File: config.mk
export PLATFORM = sky130hd
export DESIGN_NAME = mas_sg_cell
export DESIGN_NICKNAME = d
export VERILOG_FILES = /design/src/sv/assert_macros.svh /design/src/sv/mas_pkg.sv /design/src/sv/mas_sg_cell.sv
export SDC_FILE = /design/constraint.sdc
export NUM_CORES = 1
export LEC_CHECK = 0
export ABC_AREA = 0
export CAP_MARGIN = 20
export CORE_MARGIN = 2
export CORE_UTILIZATION = 35
export DETAILED_ROUTE_END_ITERATION = 8
export DONT_BUFFER_PORTS = 1
export GPL_ROUTABILITY_DRIVEN = 0
export PLACE_DENSITY = 0.55
export SLEW_MARGIN = 20
export SYNTH_ARGS = -nofsm -noshare
export SYNTH_HDL_FRONTEND = slang
export SYNTH_SLANG_ARGS = --single-unit
File: constraint.sdc
create_clock -name clk -period 18.3 [get_ports clk]
set_input_delay 2.745 -clock clk [delete_from_list [all_inputs] [get_ports clk]]
set_output_delay 2.745 -clock clk [all_outputs]
set_load 0.01 [all_outputs]
File: src/sv/assert_macros.svh
// assertion macros shared by the smoother rtl
// expects clk and rst_n in the scope of each use
`ifndef ASSERT_MACROS_SVH
`define ASSERT_MACROS_SVH

// same-cycle implication
`define MAS_ASSERT_IMP(lbl, ante, cons, msg) \
  lbl: assert property (@(posedge clk) disable iff (!rst_n) (ante) |-> (cons)) \
    else $error(msg);

// next-cycle implication
`define MAS_ASSERT_NXT(lbl, ante, cons, msg) \
  lbl: assert property (@(posedge clk) disable iff (!rst_n) (ante) |=> (cons)) \
    else $error(msg);

`endif

File: src/sv/mas_pkg.sv
// constants, tap tables and helper functions for the moving average smoother
// no dependencies
`default_nettype none

package mas_pkg;

  localparam int AVG_LEN    = 25;
  localparam int FRAC_BITS  = 8;
  localparam int SAMPLE_W   = 16;
  localparam int NEG_W      = SAMPLE_W + 1;
  localparam int NEG_MAX    = 32767;
  localparam int RATE_W     = 8;
  localparam int RATE_LIMIT = 60;
  localparam int OUT_W      = 25;
  localparam int OUT_LIMIT  = 8388608;
  localparam int SG_TAPS    = 9;
  localparam int HIST_LEN   = 4;
  localparam int TAP_W      = 8;

  // running sum and divide by window length
  localparam int SUM_W   = NEG_W + $clog2(AVG_LEN);
  localparam int AMAG_W  = SUM_W - 1 + FRAC_BITS;
  localparam int AVG_SH  = AMAG_W + $clog2(AVG_LEN);
  localparam int AVG_MW  = AMAG_W + 1;
  localparam logic [63:0] AVG_RECIP =
    ((64'd1 << AVG_SH) + 64'(AVG_LEN) - 64'd1) / 64'(AVG_LEN);
  localparam logic [AVG_MW-1:0] AVG_MUL = AVG_RECIP[AVG_MW-1:0];

  // smoothing filter, gain is the sum of absolute taps
  localparam int SG_S_GAIN = 315;
  localparam int SG_S_DIV  = 231;
  localparam int SMAG_W    = OUT_W - 2 + $clog2(SG_S_GAIN);
  localparam int ACC_S_W   = SMAG_W + 1;
  localparam int S_SH      = SMAG_W + $clog2(SG_S_DIV);
  localparam int S_MW      = SMAG_W + 1;
  localparam logic [63:0] S_RECIP =
    ((64'd1 << S_SH) + 64'(SG_S_DIV) - 64'd1) / 64'(SG_S_DIV);
  localparam logic [S_MW-1:0] S_MUL = S_RECIP[S_MW-1:0];

  // derivative filter
  localparam int SG_D_GAIN = 20;
  localparam int SG_D_DIV  = 60;
  localparam int DMAG_W    = OUT_W - 2 + $clog2(SG_D_GAIN);
  localparam int ACC_D_W   = DMAG_W + 1;
  localparam int D_SH      = DMAG_W + $clog2(SG_D_DIV);
  localparam int D_MW      = DMAG_W + 1;
  localparam logic [63:0] D_RECIP =
    ((64'd1 << D_SH) + 64'(SG_D_DIV) - 64'd1) / 64'(SG_D_DIV);
  localparam logic [D_MW-1:0] D_MUL = D_RECIP[D_MW-1:0];

  // index 0 is the newest mean
  localparam logic signed [TAP_W-1:0] SG_S_TAP [SG_TAPS] =
    '{-21, 14, 39, 54, 59, 54, 39, 14, -21};
  localparam logic signed [TAP_W-1:0] SG_D_TAP [SG_TAPS] =
    '{4, 3, 2, 1, 0, -1, -2, -3, -4};

  // saturate a quotient magnitude and apply the sign
  function automatic logic signed [OUT_W-1:0] sat_signed(input logic [63:0] q,
                                                          input logic neg);
    logic [OUT_W-1:0] m;
    m = (q > 64'(OUT_LIMIT)) ? OUT_W'(OUT_LIMIT) : q[OUT_W-1:0];
    return neg ? -m : m;
  endfunction

endpackage

`default_nettype wire

File: src/sv/mas_sg_cell.sv
// one tap of the transposed savitzky-golay filter, smoothing and derivative
// depends on mas_pkg
`default_nettype none

module mas_sg_cell (
  input  logic                                clk,
  input  logic                                rst_n,
  input  logic                                shift,
  input  logic signed [mas_pkg::OUT_W-1:0]    x,
  input  logic signed [mas_pkg::TAP_W-1:0]    tap_s,
  input  logic signed [mas_pkg::TAP_W-1:0]    tap_d,
  input  logic signed [mas_pkg::ACC_S_W-1:0]  acc_s_in,
  input  logic signed [mas_pkg::ACC_D_W-1:0]  acc_d_in,
  output logic signed [mas_pkg::ACC_S_W-1:0]  acc_s,
  output logic signed [mas_pkg::ACC_D_W-1:0]  acc_d
);
  import mas_pkg::*;

  logic signed [OUT_W+TAP_W-1:0] prod_s, prod_d;
  logic signed [ACC_S_W-1:0]     acc_s_r, acc_s_nxt;
  logic signed [ACC_D_W-1:0]     acc_d_r, acc_d_nxt;

  always_comb begin
    prod_s    = x * tap_s;
    prod_d    = x * tap_d;
    acc_s_nxt = shift ? acc_s_in + ACC_S_W'(prod_s) : acc_s_r;
    acc_d_nxt = shift ? acc_d_in + ACC_D_W'(prod_d) : acc_d_r;
  end

  always_ff @(posedge clk) begin
    if (!rst_n) begin
      acc_s_r <= '0;
      acc_d_r <= '0;
    end else begin
      acc_s_r <= acc_s_nxt;
      acc_d_r <= acc_d_nxt;
    end
  end

  assign acc_s = acc_s_r;
  assign acc_d = acc_d_r;

endmodule

`default_nettype wire

# [After elaboration in Yosys (flattened, before gate mapping)]
# Index checks and enable logic that the tools add are counted.
[totals] reg_bits=62 in_bits=106 out_inout_bits=62 word_cells=6
[op_classes] n_addsub=2 multipliers=2
[op_table] cell="$add A33 B33 Y33" count=1
[op_table] cell="$mul A25 B8 Y33" count=1
[op_table] cell="$add A29 B29 Y29" count=1
[op_table] cell="$mul A25 B8 Y29" count=1

# [Depth between registers and ports, before layout]
[logic_depth] ltp_word=2 mapped_depth=22 depth_no_buf=21

# [Worst setup path after synthesis]
# Ideal clock, no wire load.
[synth_timing] path_kind="input port to flip-flop" from="in tap_s[0] (netlist name)" to="reg acc_s_r[24] (netlist: acc_s[24])" setup_time_ps=122 arrival_time_ps=7639 t_required_ps=18178 path_slack_ps=10539 stages=20 n_path_buf=2 cell_sequence="clkbuf_1 clkbuf_1 nand2_1 fa_1 inv_1 fa_1 inv_1 fa_1 inv_1 fa_1 fa_1 ha_1 o21ai_1 a211oi_1 o31a_1 o211a_1 or2_2 a31oi_1 nor4_1 a311o_1"
[synth_via] elab_chain_cells=2
[synth_lines] item="start, declared" line="mas_sg_cell.sv:10" text="input logic signed [mas_pkg::TAP_W-1:0] tap_s,"
[synth_lines] item="$mul A25 B8 Y33" line="mas_sg_cell.sv:24" text="prod_s = x * tap_s;"
[synth_lines] item="$add A33 B33 Y33" line="mas_sg_cell.sv:26" text="acc_s_nxt = shift ? acc_s_in + ACC_S_W'(prod_s) : acc_s_r;"
[synth_lines] item="end signal, assigned" line="mas_sg_cell.sv:35" text="acc_s_r <= acc_s_nxt;"
[synth_lines] item="end, declared" line="mas_sg_cell.sv:20" text="logic signed [ACC_S_W-1:0] acc_s_r, acc_s_nxt;"
# Every way passes these cells.
# A chain may end at the register's enable or synchronous reset.

# [Final worst setup path]
[layout_timing] from="in tap_s[7] (netlist name)" to="reg acc_s_r[29] (netlist: acc_s[29])"
# The elaborated chain is that of the path after synthesis.

==> run_results.csv <==
group,metric,value,unit
setup_path,cpMaxStageDelayCell,"inv_1",
die,ioPinCount,168,
clock_network,clk_pin_slew_worst_paths,0.06,ns
synthesis,netlist_area,16480,um^2
route,wl,44720,um
synthesis,synth_seq_area_share,0.07531,
synthesis,synth_edf_count,0,
global_route,grt_pass1_vias,13170,
route,ant_nets,0,
clock_network,tritoncts,"built",
setup_path,start_kind,"input pin",
setup_path,reg2reg_to,"acc_d[27]$_SDFFE_PN0P_",
layout,nNetsFinal,2317,
setup_path,critPathMaxStageDelay,0.63,ns
synthesis,synth_top_family_by_area,"adder cells",
sta,setup_tns,0,ns
sta,setup_ws,10.48,ns
route,wl_per_cell,19.16,um
die,die_area,48840,um^2
placement,hpwl,36460,um
sta,fmax,127.8,MHz
setup_path,cp_max_fo,23,
synthesis,synth_compound_area_frac,0.07493,
global_route,grt.total_usage,0.1914,
route,vias,11860,
layout,drive_above_1_share,0.02142,
global_route,grt_pass1_wl,73530,um
synthesis,synth_nets,2388,
setup_path,path_class,"in -> reg",
sta,slew_headroom,0.3927,
setup_path,crit_chain,"inv_1 > fa_1 > inv_1 > fa_1 > fa_1 > fa_1 > fa_1 > ha_1 > o21ai_0 > nor2_1 > o31ai_1 > a2111oi_2 > nor2_2 > o211ai_2 > a2111o_1 > o311ai_1",
setup_path,cp.required,18.57,ns
flow_run,maxCapViolations,0,
global_route,grt_antenna_before_repair,2,
pwr,leakagePower,0.008377,uW
layout,utilization,0.3708,
setup_path,reg2reg_slack,17.47,ns
die,start_util,0.3540,
die,die_x,221.0,um
synthesis,synth_xor_area_frac,0.02657,
synthesis,ys_types,67,
setup_path,crit_start,"tap_s[7]",
synthesis,ys_ff_latch,62,
sta,grt_setup_unrepaired,"false",
pwr,cellPowerDensity,175.0,nW/um^2
clock_network,clock_sinks,62,
synthesis,async_reset_ff_frac,0,
setup_path,cp-end-kind,"flop",
synthesis,synth_ff_type,"dfxtp_1",
placement,io_buffers,0,
die,die_y,221.0,um
die,rows,79,
global_route,overflow,0,
sta,drv_slew,0,
die,coreArea,46560,um^2
clock_network,post_cts_resized,0,
route,drc,0,
route,viasPerCell,5.082,
setup_path,regToRegStartpoint,"acc_d[27]$_SDFFE_PN0P_",
sta,setup_viol,0,
clock_network,htreeDepth,3,
placement,pre_cts_ws,10.16,ns
clock_network,cts_buffer_depth,2,
pwr,ir_drop,0.0001350,V
synthesis,synthTopCellsByCount,"fa_1 (356), inv_1 (312), and2_1 (204)",
layout,stdcell_area,17260,um^2
clock_network,clk_latency,0.37,ns
sta,clock_skew,0,ns
min_path,hold_class,"reg -> reg",
synthesis,synth.avg_cell_area,9.192,um^2
clock_network,ctsRootBufferMaster,"clkbuf_16",
synthesis,syn_inst,1793,
synthesis,synth.most_common_cell,"fa_1",
status,outcome,"finished, final reports clean",
synthesis,synth_top_area_frac,0.4324,
synthesis,yosys-top-cells-area,"fa_1 (43%), ha_1 (10%), and2_1 (7.7%)",
synthesis,muxShareOfSynthArea,0.01716,
pwr,total_power,3021,uW
synthesis,synth-simple-area-share,0.1822,
sta,post-route-period-util,0.4275,
synthesis,synth_warnings,0,
setup_path,crit_arrival,8.10,ns
setup_path,critPathMostFrequentCell,"fa_1",
placement,dpl_cell_area,16940,um^2
sta,worst_slew_pin_slew,0.9099,ns
synthesis,yosys.area_share.adder,0.5334,
sta,period_needed,7.824,ns
layout,diodes,0,
clock_network,cts_setup_buffers,0,
clock_network,cts-buffers-inserted,9,
sta,hold_viol_final,0,
setup_path,ff2ff_path_depth,2,
clock_network,hold_buffers,0,
layout,syn_to_final_growth,4.753,%
global_route,grt_max_degree,64,
route,drt_iter0_drc,381,
synthesis,synth_area_leader_cell,"fa_1",
setup_path,crit_end,"acc_s[29]$_SDFFE_PN0P_",
route,dr.pass1.iters,5,
## worst max-delay path, delay by kind of cell
family / cells / cell delay, ns
buf+inv: 2 / 0.72
compound gates: 6 / 1.57
fa+ha+maj: 6 / 2.75
simple gates: 2 / 0.27
## worst min path at each step
stage                      startpoint                      to  slack [ns]  depth (start not counted)
4_1_cts         acc_d[8]$_SDFFE_PN0P_   acc_d[8]$_SDFFE_PN0P_        0.54                          2
3_3_place_gp   acc_d[17]$_SDFFE_PN0P_  acc_d[17]$_SDFFE_PN0P_        0.52                          2
3_5_place_dp   acc_d[17]$_SDFFE_PN0P_  acc_d[17]$_SDFFE_PN0P_        0.53                          2
5_1_grt         acc_d[8]$_SDFFE_PN0P_   acc_d[8]$_SDFFE_PN0P_        0.56                          2
6_report       acc_d[17]$_SDFFE_PN0P_  acc_d[17]$_SDFFE_PN0P_        0.54                          2
2_1_floorplan  acc_d[24]$_SDFFE_PN0P_  acc_d[24]$_SDFFE_PN0P_        0.48                          2
## logic make-up (layout without fill, tap and decap cells)
| group | Yosys count | count (layout) |
|---|---|---|
| muxes | 28 | 28 |
| DFF | 62 | 62 |
| AOI/OAI and AO/OA | 178 | 178 |
| and+or+nand+nor | 589 | 589 |
| adders and majority gates | 489 | 489 |
| xor gates and xnor gates | 50 | 50 |
| buffers and inverters | 397 | 331 |
## layer usage
metal,global-route usage,wire length (um)
met5,0,0
met4,0.04633,915
met3,0.04050,2160
met2,0.3327,22850
met1,0.2425,18800
## where the power goes
part           total [uW]  switching (uW)  internal [uW]
clock                 197            76.9            120
sequential            238            55.2            183
combinational        2590            1460           1130
## state kept, by name (all words and copies together), names as in the netlist
name and count:
acc_s 33, acc_d 29
## stage by stage
stage	hold slack [ns]	instances
global placement	0.5183	2318
finish	0.5390	2334
CTS	0.5410	2334
global route	0.5622	2334
floorplan	0.4774	1793
detailed placement	0.5325	2318
## placed cells by master (no fill, tap or decap), types with 10 or more instances in the layout
cell type,netlist,routed
dfxtp_1,62,62
xnor2_1,38,38
nor2_1,78,78
nand2_1,192,192
o21ai_0,32,32
a21oi_1,42,42
nor2b_1,19,19
a211oi_1,14,14
inv_1,312,312
nor3_1,14,14
ha_1,133,133
mux2i_1,26,26
nand2b_1,18,18
o21a_1,10,10
and2_1,204,204
nand3_1,21,21
fa_1,356,356
xor2_1,12,12
## cell type report
class / instances / area (um^2)
tap: 607 / 759.5
clock inverter: 7 / 98.84
sequential: 62 / 1241
inverter: 313 / 1175
clock buffer: 9 / 225.2
timing repair buffer: 2 / 15.01
fill: 4765 / 29290
multi-input combinational: 1334 / 13750
No activity file was read; power rests on OpenSTA's default activity.
