--- src/sv/assert_macros.svh ---
// assertion macros shared by the smoother rtl
// expects clk and rst_n in the scope of each use
`ifndef ASSERT_MACROS_SVH
`define ASSERT_MACROS_SVH

// same-cycle implication
`define MAS_ASSERT_IMP(lbl, ante, cons, msg) \
  lbl: assert property (@(posedge clk) disable iff (!rst_n) (ante) |-> (cons)) \
    else $error(msg);

// next-cycle implication
`define MAS_ASSERT_NXT(lbl, ante, cons, msg) \
  lbl: assert property (@(posedge clk) disable iff (!rst_n) (ante) |=> (cons)) \
    else $error(msg);

`endif

--- src/sv/mas_pkg.sv ---
// constants, tap tables and helper functions for the moving average smoother
// no dependencies
`default_nettype none

package mas_pkg;

  localparam int AVG_LEN    = 25;
  localparam int FRAC_BITS  = 8;
  localparam int SAMPLE_W   = 16;
  localparam int NEG_W      = SAMPLE_W + 1;
  localparam int NEG_MAX    = 32767;
  localparam int RATE_W     = 8;
  localparam int RATE_LIMIT = 60;
  localparam int OUT_W      = 25;
  localparam int OUT_LIMIT  = 8388608;
  localparam int SG_TAPS    = 9;
  localparam int HIST_LEN   = 4;
  localparam int TAP_W      = 8;

  // running sum and divide by window length
  localparam int SUM_W   = NEG_W + $clog2(AVG_LEN);
  localparam int AMAG_W  = SUM_W - 1 + FRAC_BITS;
  localparam int AVG_SH  = AMAG_W + $clog2(AVG_LEN);
  localparam int AVG_MW  = AMAG_W + 1;
  localparam logic [63:0] AVG_RECIP =
    ((64'd1 << AVG_SH) + 64'(AVG_LEN) - 64'd1) / 64'(AVG_LEN);
  localparam logic [AVG_MW-1:0] AVG_MUL = AVG_RECIP[AVG_MW-1:0];

  // smoothing filter, gain is the sum of absolute taps
  localparam int SG_S_GAIN = 315;
  localparam int SG_S_DIV  = 231;
  localparam int SMAG_W    = OUT_W - 2 + $clog2(SG_S_GAIN);
  localparam int ACC_S_W   = SMAG_W + 1;
  localparam int S_SH      = SMAG_W + $clog2(SG_S_DIV);
  localparam int S_MW      = SMAG_W + 1;
  localparam logic [63:0] S_RECIP =
    ((64'd1 << S_SH) + 64'(SG_S_DIV) - 64'd1) / 64'(SG_S_DIV);
  localparam logic [S_MW-1:0] S_MUL = S_RECIP[S_MW-1:0];

  // derivative filter
  localparam int SG_D_GAIN = 20;
  localparam int SG_D_DIV  = 60;
  localparam int DMAG_W    = OUT_W - 2 + $clog2(SG_D_GAIN);
  localparam int ACC_D_W   = DMAG_W + 1;
  localparam int D_SH      = DMAG_W + $clog2(SG_D_DIV);
  localparam int D_MW      = DMAG_W + 1;
  localparam logic [63:0] D_RECIP =
    ((64'd1 << D_SH) + 64'(SG_D_DIV) - 64'd1) / 64'(SG_D_DIV);
  localparam logic [D_MW-1:0] D_MUL = D_RECIP[D_MW-1:0];

  // index 0 is the newest mean
  localparam logic signed [TAP_W-1:0] SG_S_TAP [SG_TAPS] =
    '{-21, 14, 39, 54, 59, 54, 39, 14, -21};
  localparam logic signed [TAP_W-1:0] SG_D_TAP [SG_TAPS] =
    '{4, 3, 2, 1, 0, -1, -2, -3, -4};

  // saturate a quotient magnitude and apply the sign
  function automatic logic signed [OUT_W-1:0] sat_signed(input logic [63:0] q,
                                                          input logic neg);
    logic [OUT_W-1:0] m;
    m = (q > 64'(OUT_LIMIT)) ? OUT_W'(OUT_LIMIT) : q[OUT_W-1:0];
    return neg ? -m : m;
  endfunction

endpackage

`default_nettype wire

--- src/sv/mas_sample_cell.sv ---
// one entry of the negated sample window, passes its value to the next cell
// depends on mas_pkg
`default_nettype none

module mas_sample_cell (
  input  logic                              clk,
  input  logic                              rst_n,
  input  logic                              shift,
  input  logic signed [mas_pkg::NEG_W-1:0]  d_in,
  output logic signed [mas_pkg::NEG_W-1:0]  q
);
  import mas_pkg::*;

  logic signed [NEG_W-1:0] q_r, q_nxt;

  always_comb q_nxt = shift ? d_in : q_r;

  always_ff @(posedge clk) begin
    if (!rst_n) begin
      q_r <= '0;
    end else begin
      q_r <= q_nxt;
    end
  end

  assign q = q_r;

endmodule

`default_nettype wire

--- config.mk ---
export PLATFORM = sky130hd
export DESIGN_NAME = mas_sample_cell
export DESIGN_NICKNAME = d
export VERILOG_FILES = /design/src/sv/assert_macros.svh /design/src/sv/mas_pkg.sv /design/src/sv/mas_sample_cell.sv
export SDC_FILE = /design/constraint.sdc
export NUM_CORES = 1
export LEC_CHECK = 0
export BUFFER_PORTS_ARGS = -buffer_cell sky130_fd_sc_hd__buf_2
export CORE_MARGIN = 8
export CORE_UTILIZATION = 41
export DETAILED_ROUTE_END_ITERATION = 10
export MAX_ROUTING_LAYER = met4
export PLACE_DENSITY = 0.71
export SKIP_CTS_REPAIR_TIMING = 1
export SLEW_MARGIN = 20
export SYNTH_ARGS = -nofsm -noshare
export SYNTH_HDL_FRONTEND = slang
export SYNTH_SLANG_ARGS = --single-unit
--- constraint.sdc ---
create_clock -name clk -period 0.8 [get_ports clk]
set_input_delay 0.04 -clock clk [delete_from_list [all_inputs] [get_ports clk]]
set_output_delay 0.04 -clock clk [all_outputs]
set_load 0.005 [all_outputs]
# Word-level counts from Yosys, hierarchy flattened
# Cells that the tools add are included.
# Widths: inputs -> output; s select.
[word_totals] regBits=17 in_bits=20 output_inout_bits=17 wordCells=1

# Longest topological paths before layout
# Gate-level depths: netlist (run 1).
[logic_depth] word_depth=0 mapped_depth=4 depth_no_buf=2

# Least setup slack after synthesis (run 1)
# OpenSTA, ideal clock, no wires.
[synth_timing] path_type="input to register" start="input shift" end="register q_r[10] (netlist: q[10])" setup_time_ns=0.116 arrival_time_ns=0.521 required_time_ns=0.684 setup_slack_ns=0.163 stages=4 n_path_buf=2 cell_sequence="buf_6 -> buf_12 -> mux2i_1 -> nor2b_1"
[synth_lines] item="start: declaration" line="mas_sample_cell.sv:8" rtl="input logic shift,"
[synth_lines] item="end signal: assignment" line="mas_sample_cell.sv:22" rtl="q_r <= q_nxt;"
[synth_lines] item="end: declaration" line="mas_sample_cell.sv:14" rtl="logic signed [NEG_W-1:0] q_r, q_nxt;"

# Worst setup path in the final report (run 1)
[layout_timing] start="register q_r[3] (netlist: q[3])" end="output q[3] (netlist bit)"
[layout_lines] item="end: declaration" line="mas_sample_cell.sv:10" rtl="output logic signed [mas_pkg::NEG_W-1:0] q"
# No word-level cell between the ends.

==> results.md, run 1 <==
* Ys flop type: dfxtp_1
* Fmax achieved at around 1300 MHz
* Arrival time worst endpoint at ~0.73 ns
* Root Driver: clkbuf_4
* Final setup violation count at 0
* NumNets Final at 114
* H-tree levels at 1
* Clock Tree Buf Depth at 2
* Final setup margin at approximately 0.03 ns
* Synth area leaders: dfxtp_1 52%, mux2i_1 26%, nor2b_1 16%
* Vias post-DR at 484
* Iter 0 DRT Violations at 5
* CP startpoint: q[3]
* Core Area at roughly 1500 µm²
* Global route total overflow at 0
* Largest net degree at the start of global routing at 18
* Crit-path slowest cell: dfxtp_1
* Register-to-Register Path Depth at 2
* GPL Wtd Cong at 0.659
* Yosys top cell by area: dfxtp_1
* First-pass GRT wire length at between 2 and 2.5 mm
* Worst setup SP type: flop
* Worst r2r src: q[1]
* Sequential-to-total area share from yosys stat at 0.522
* Die X at approximately 56 µm
* Final min period at ~0.77 ns
* Initial core utilization at 0.433
* Clock Latency Late Sink at ~0.27 ns
* Synth Instances at 54
* Yosys top cell area share at 0.522
* R2R setup slack at between 0.15 and 0.2 ns
* Outcome: finished, final reports clean
* RR Endpoint: q[1]
* # rows at 14
* Crit path buf inv count at 1
* Slew Limit Fails at 0
* Met1 Use GR at 0.0902
* Post-synth cell types at 6
* Mapped Avg Cell Area at approximately 12 µm²
* Global Route met2 Usage at 0.155
* Drt wl/cell at roughly 13 µm
* Vias/cell at about 4.4
* Crit path largest cell delay at between 0.3 and 0.4 ns
* Final worst clock skew at 0 ns
* Slew HR at 0.851
* Cell Chain, Critical Path: buf_2
* Fin crit share at 0.963
* CP required at 0.76 ns
* Yosys reg bits at 17
* Max FO, Critical Path at 2
* Area Growth Syn to Fin at 40.3%
* Vias in the first global route at 530
* Top Usage Layer GRT: met2
* Least-Margin Pin Slew at 0.224 ns
* Die Ht at approximately 56 µm
* Post-Syn Area at ~650 µm²
* Placed Area at roughly 860 µm²
* Levels on crit path at 1
* Port bufs at 36
* CTS tree: built
* Pleak at between 0.4 and 0.5 nW
* EDFF count, synth at 0
* Share of cells above drive strength 1 at 0.602
* Post-Syn Nets at 74
* Post-synth ARST share at 0
* Min-Delay Path Class: in2reg
* Clock sink count at 17
* Max-cap violations at 0
* TritonCTS Buffers at 3
* Pre-CTS setup slack at roughly 0.1 ns
* Final core occ at 0.607
* Crit path kind: reg2out
* Final WL at around 1.4 mm
* Worst IR Drop VDD at 1.02 mV
* Total iterations of the first detailed-routing run at 2
* Power Density at 1770 nW/µm²
* I/O pins at 37
* CP endpoint kind: primary output
* Hpwl dp at 1.12 mm
* Synth top cells by count: 17 x dfxtp_1, 17 x mux2i_1, 17 x nor2b_1
* Critical path endpoint: q[3]
* Drt drc at 0
* Met3 GRT Util at 0.0297
* Die ar. at roughly 3100 µm²
* Overall Global Routing Usage at 0.0930
* Initial antenna violation count at 0
* Inserted Diodes at 0
* Max FFs per register at 17
* CP top delay family: flip-flops
* Design Area, Final at ~910 µm²
* Antenna-violating nets left at 0
* Hold Violations, Final at 0
* Synth warn at 0
* Worst-path clk slew at about 0.090 ns
==> cells by family (layout without fill, tap and decap cells) <==
family        count (synthesis)  after routing  synth area share
buf+inv                       3             42            0.0537
simple gates                 17             17             0.163
mux                          17             17             0.261
flops                        17             17             0.522
==> power by group <==
part,switching [mW],internal [mW]
registers,0.0243,0.905
clock network,0.246,0.193
logic,0.0964,0.152
==> through the flow <==
step | TNS [ns] | hold WS [ns] | cells | total power [mW]
after floorplan | 0 | 0.168 | 54 | 1.06
after global placement | 0 | 0.301 | 105 | 1.18
after detailed placement | 0 | 0.306 | 105 | 1.19
after CTS | 0 | 0.0139 | 109 | 1.62
after global routing | -0.00411 | 0.0195 | 109 | 1.70
final | 0 | 0.0135 | 109 | 1.62
==> per-layer routing <==
metal / vias to the layer above / wire [µm]
met3: 2 / 111
met2: 15 / 756
met5: - / 0
met1: 214 / 529
li1: 253 / -
met4: 0 / 27
==> layout by cell type (no fill, tap or decap) <==
| master | instances |
|---|---|
| dfxtp_1 | 2 |
| buf_12 | 2 |
| clkbuf_1 | 1 |
| nor2b_1 | 17 |
| buf_2 | 34 |
| clkbuf_4 | 3 |
| buf_6 | 2 |
| mux2i_1 | 17 |
| dfxtp_2 | 15 |
==> how the worst min path moves through the flow <==
stage / cells past startpoint / to / start
global placement: 3 / q[16] / d_in[16]
finish: 3 / q[0] / d_in[0]
detailed placement: 3 / q[0] / d_in[0]
floorplan: 1 / q[0] / rst_n
CTS: 3 / q[2] / d_in[2]
global route: 3 / q[2] / d_in[2]
==> final cells by class <==
class,instances,area [µm²]
Clock buffer,4,26.3
Fill cell,135,592
Multi-Input combinational cell,34,277
Sequential cell,17,359
Tap cell,16,20.0
Timing Repair Buffer,38,233
Note: power is estimated with default switching activity, not from simulation.
==> run 2: changes to the inputs <==
--- a/config.mk
+++ b/config.mk
@@ -11,6 +11,7 @@
 export DETAILED_ROUTE_END_ITERATION = 10
 export MAX_ROUTING_LAYER = met4
 export PLACE_DENSITY = 0.71
+export REMOVE_ABC_BUFFERS = 1
 export SKIP_CTS_REPAIR_TIMING = 1
 export SLEW_MARGIN = 20
 export SYNTH_ARGS = -nofsm -noshare
==> run 2 against run 1 <==
Power increased by 3.6%; critical path depth unchanged; clock power grew 4%; final cell count is 0.92% higher; largest power group unchanged.
==> results.md, run 2 (synthesized netlist as in run 1, its figures left out) <==
* Final WL at 1.46 mm
* Most common cell after layout, fill and taps aside: buf_2
* Multi-input logic area at between 200 and 300 µm²
* GPL Wtd Cong at 0.692
* Vias in the first global route at between 400 and 500
* Inserted Diodes at 0
* Final Instance Count excl. Fillers at 110
* Die ar. at between 3000 and 4000 µm²
* CTS tree: built
* Levels on crit path at 1
* Worst IR Drop VDD at 1.22 mV
* Worst r2r src: q[11]
* Commonest cells after routing, fill and taps aside: 25 x buf_2, 17 x mux2i_1, 17 x nor2b_1, 17 x dfxtp_2, 11 x buf_6
* Crit-path slowest cell: dfxtp_2
* TritonCTS Buffers at 3
* Initial antenna violation count at 0
* Antenna-violating nets left at 0
* Pleak at about 0.49 nW
* RSZ-0062 raised after global routing: yes
* Total iterations of the first detailed-routing run at 2
* Register-to-Register Path Depth at 2
* Die X at around 56 µm
* I/O pins at 37
* CP required at ~0.76 ns
* Fmax achieved at between 1000 and 1500 MHz
* Cells after DPL at about 110
* Layout fillers at 113
* # rows at 14
* Area Growth Syn to Fin at 50.9%
* Placed Area at between 800 and 900 µm²
* Clock Tree Buf Depth at 2
* Vias post-DR at about 500
* Hold Startpoint: d_in[7]
* Final min period at a little under 0.8 ns
* Die Ht at around 56 µm
* CP top delay family: flip-flops
* Crit path largest cell delay at around 0.33 ns
* Root Driver: clkbuf_4
* Vias/cell at 4.51
* R2R setup slack at 0.17 ns
* Final worst clock skew at 0 ns
* Core Area at about 1500 µm²
* Power Density at 1700 nW/µm²
* H-tree levels at 1
* Design Area, Final at 983 µm²
* Overall Global Routing Usage at 0.0891
* Smallest hold slack at roughly 0.0086 ns
* Share of cells above drive strength 1 at 0.617
* First-pass GRT wire length at 2.27 mm
* Arrival time worst endpoint at between 0.7 and 0.8 ns
* Least-Margin Pin Slew at 0.233 ns
* Outcome: finished, final reports clean
* Clock sink count at 17
* Max FFs per register at 17
* NumNets Final at between 100 and 150
* Slew Limit Fails at 0
* Clock Latency Late Sink at roughly 0.28 ns
* Drt drc at 0
* Port bufs at 36
* Drt wl/cell at between 10 and 15 µm
* Largest net degree at the start of global routing at 18
* RR Endpoint: q[11]
* CP endpoint kind: primary output
* Hold path cells at 3
* Fin crit share at 0.964
* Hold Violations, Final at 0
* Register Area at roughly 360 µm²
* Slew HR at 0.844
* Initial core utilization at 0.433
* Crit path kind: reg2out
* Iter 0 DRT Violations at 6
* Max-cap violations at 0
* Worst-path clk slew at roughly 0.10 ns
* Final TNS setup at 0 ns
* Crit path buf inv count at 1
* Min-Delay Path Class: in2reg
* Cell Chain, Critical Path: buf_2
* Worst hold endpoint: q[7]
* Final setup violation count at 0
* Worst setup SP type: flop
* Global route total overflow at 0
* Max FO, Critical Path at 2
[run 2: cell count changes in the layout (fill, tap and decap cells not counted)]
cell	change
buf_6	+9
dlygate4sd3_1	+1
dfxtp_2	+2
dfxtp_1	-2
buf_2	-9
[run 2: worst max-delay path by stage]
stage,endpoint,from,slack [ns]
5_1_grt,q[6],q[6],-0.02
6_report,q[1],q[1],0.03
2_1_floorplan,q[0],q[0],0.23
3_5_place_dp,q[3],shift,0.11
3_3_place_gp,q[12],shift,0.12
4_1_cts,q[6],q[6],0.0002
[run 2: final cells by class]
| type | instances | area share |
|---|---|---|
| tap | 16 | 0.0204 |
| timing repair buffer | 39 | 0.304 |
| sequential | 17 | 0.368 |
| clock buffer | 4 | 0.0267 |
| multi-input combinational | 34 | 0.281 |
[run 2: where the power goes]
group	leakage [nW]	internal, mW	switching [mW]
combinational	0.325	0.184	0.0986
sequential	0.146	0.906	0.0288
clock	0.0150	0.193	0.264
total	0.486	1.28	0.392
[run 2: per-layer routing]
| metal | GRT usage | wire, µm |
|---|---|---|
| met2 | 0.117 | 583 |
| met5 | - | 0 |
| met4 | 0.0206 | 0 |
| met3 | 0.0662 | 192 |
| met1 | 0.105 | 682 |
[run 2: metrics by stage]
stage / utilization / setup slack [ns] / power [mW]
after detailed placement: 0.569 / 0.110 / 1.18
after floorplan: - / 0.227 / 1.03
after global routing: 0.653 / -0.0162 / 1.77
after CTS: 0.586 / 0.000230 / 1.63
final: 0.653 / 0.0288 / 1.68
after global placement: 0.569 / 0.122 / 1.18
==> run 3: changes to the inputs <==
--- a/config.mk
+++ b/config.mk
@@ -6,11 +6,9 @@
 export NUM_CORES = 1
 export LEC_CHECK = 0
 export BUFFER_PORTS_ARGS = -buffer_cell sky130_fd_sc_hd__buf_2
-export CORE_MARGIN = 8
-export CORE_UTILIZATION = 41
+export CORE_UTILIZATION = 35
 export DETAILED_ROUTE_END_ITERATION = 10
-export MAX_ROUTING_LAYER = met4
-export PLACE_DENSITY = 0.71
+export PLACE_DENSITY = 0.62
 export REMOVE_ABC_BUFFERS = 1
 export SKIP_CTS_REPAIR_TIMING = 1
 export SLEW_MARGIN = 20
==> run 3 against run 2 <==
Clock power shrank 3%; die area shrank 35%; register-to-register slack is essentially flat; sequential share of layout area grew 1.6 points; worst setup slack lost 0.0030 ns; utilization shrank 11 points.
==> results.md, run 3 (synthesized netlist as in run 1, its figures left out) <==
* Vias/cell at between 4 and 5
* Drt drc at 0
* Crit-path slowest cell: dfxtp_2
* # rows at 15
* Worst r2r src: q[2]
* Outcome: finished, final reports clean
* Clock Latency Late Sink at approximately 0.28 ns
* Multi-input logic area at roughly 280 µm²
* Cell Chain, Critical Path: buf_2
* Worst-path clk slew at roughly 0.10 ns
* Crit path buf inv count at 1
* Hold path cells at 3
* I/O pins at 37
* Worst IR Drop VDD at approximately 0.9 mV
* Core Area at 1730 µm²
* Power Density at around 1700 nW/µm²
* Min-Delay Path Class: in2reg
* Most common cell after layout, fill and taps aside: buf_2
* Global route total overflow at 0
* Max FO, Critical Path at 2
* Crit path largest cell delay at between 0.3 and 0.4 ns
* Register Area at approximately 360 µm²
* Least-Margin Pin Slew at approximately 0.22 ns
* Antenna-violating nets left at 0
* Clock Tree Buf Depth at 2
* Final setup violation count at 0
* Die X at 45.2 µm
* CP required at 0.76 ns
* Area Growth Syn to Fin at 44.7%
* Final min period at 0.774 ns
* Pre-CTS setup slack at between 0.09 and 0.1 ns
* Commonest cells after routing, fill and taps aside: 35 x buf_2, 17 x mux2i_1, 17 x nor2b_1, 17 x dfxtp_2, 3 x clkbuf_4
* Final WL at about 1.2 mm
* Hpwl dp at roughly 910 µm
* Hold Violations, Final at 0
* Max-cap violations at 0
* CTS tree: built
* Final TNS setup at 0 ns
* TritonCTS Buffers at 3
* Drt wl/cell at between 10 and 15 µm
* Slew Limit Fails at 0
* RR Endpoint: q[2]
* Worst hold endpoint: q[10]
* Final setup margin at approximately 0.026 ns
* RSZ-0062 raised after global routing: yes
* Layout fillers at approximately 180
* Worst setup SP type: flop
* Initial core utilization at 0.378
* Vias in the first global route at roughly 420
* Die Ht at approximately 45 µm
* Max FFs per register at 17
* NumNets Final at 116
* Die ar. at a little over 2000 µm²
* Clock sink count at 17
* Vias post-DR at between 500 and 600
* Fin crit share at 0.968
* Arrival time worst endpoint at ~0.73 ns
* Fmax achieved at approximately 1300 MHz
* Total iterations of the first detailed-routing run at 1
* R2R setup slack at around 0.17 ns
* Overall Global Routing Usage at 0.121
* GPL Wtd Cong at between 0.6 and 0.7
* Hold Startpoint: d_in[10]
* Iter 0 DRT Violations at 0
* Pleak at 0.483 nW
* Share of cells above drive strength 1 at 0.621
* Initial antenna violation count at 0
* Root Driver: clkbuf_4
* Largest net degree at the start of global routing at 18
* Crit path kind: reg2out
* CP top delay family: flip-flops
* Final worst clock skew at 0 ns
* Inserted Diodes at 0
* H-tree levels at 1
* First-pass GRT wire length at approximately 1.7 mm
* Register-to-Register Path Depth at 2
* Slew HR at 0.854
* Port bufs at 36
* Smallest hold slack at roughly 0.0099 ns
* CP endpoint kind: primary output
## run 3: cell count changes in the layout (fill, tap and decap cells not counted)
cell / change
buf_2: +10
buf_6: -10
clkbuf_1: -1
clkinv_2: +1
dlygate4sd3_1: +1
## run 3: how the worst max path moves through the flow
| stage | end | slack [ns] | startpoint | cells after the start |
|---|---|---|---|---|
| floorplan | q[0] | 0.23 | q[0] | 2 |
| global placement | q[4] | 0.12 | shift | 4 |
| detailed placement | q[11] | 0.1 | shift | 4 |
| CTS | q[8] | -0.01 | q[8] | 1 |
| global route | q[15] | -0.02 | q[15] | 1 |
| finish | q[5] | 0.03 | q[5] | 1 |
## run 3: stage by stage
step           utilization  total power, mW  area [µm²]  cells
4_1_cts              0.519             1.64         896    118
3_5_place_dp         0.503             1.18         868    114
3_3_place_gp         0.503             1.18         868    114
6_report             0.546             1.62         943    120
2_1_floorplan            -             1.03         617     51
5_1_grt              0.546             1.72         943    120
## run 3: tightest hold or removal path, delay by kind of cell
| kind | cells | cell delay [ns] |
|---|---|---|
| and+or+nand+nor | 1 | 0.09 |
| muxes | 1 | 0.05 |
| buffers and inverters | 1 | 0.07 |
## run 3: layout make-up
type,count,share of cell area
Clock buffer,3,0.0239
Clock inverter,1,0.00531
Multi-Input combinational cell,34,0.293
Sequential cell,17,0.383
Tap cell,25,0.0332
Timing Repair Buffer,40,0.261
## run 3: metal layers
layer,up-vias,track usage,part of all wire
li1,260,-,-
met1,223,0.135,0.43
met2,23,0.200,0.49
met3,0,0.0400,0.074
met4,0,0.0727,0
met5,-,0,0
## run 3: power by group
part / internal [mW] / switching (mW) / total [mW]
Sequential: 0.906 / 0.0237 / 0.930
Clock: 0.186 / 0.258 / 0.444
Combinational: 0.155 / 0.0949 / 0.250
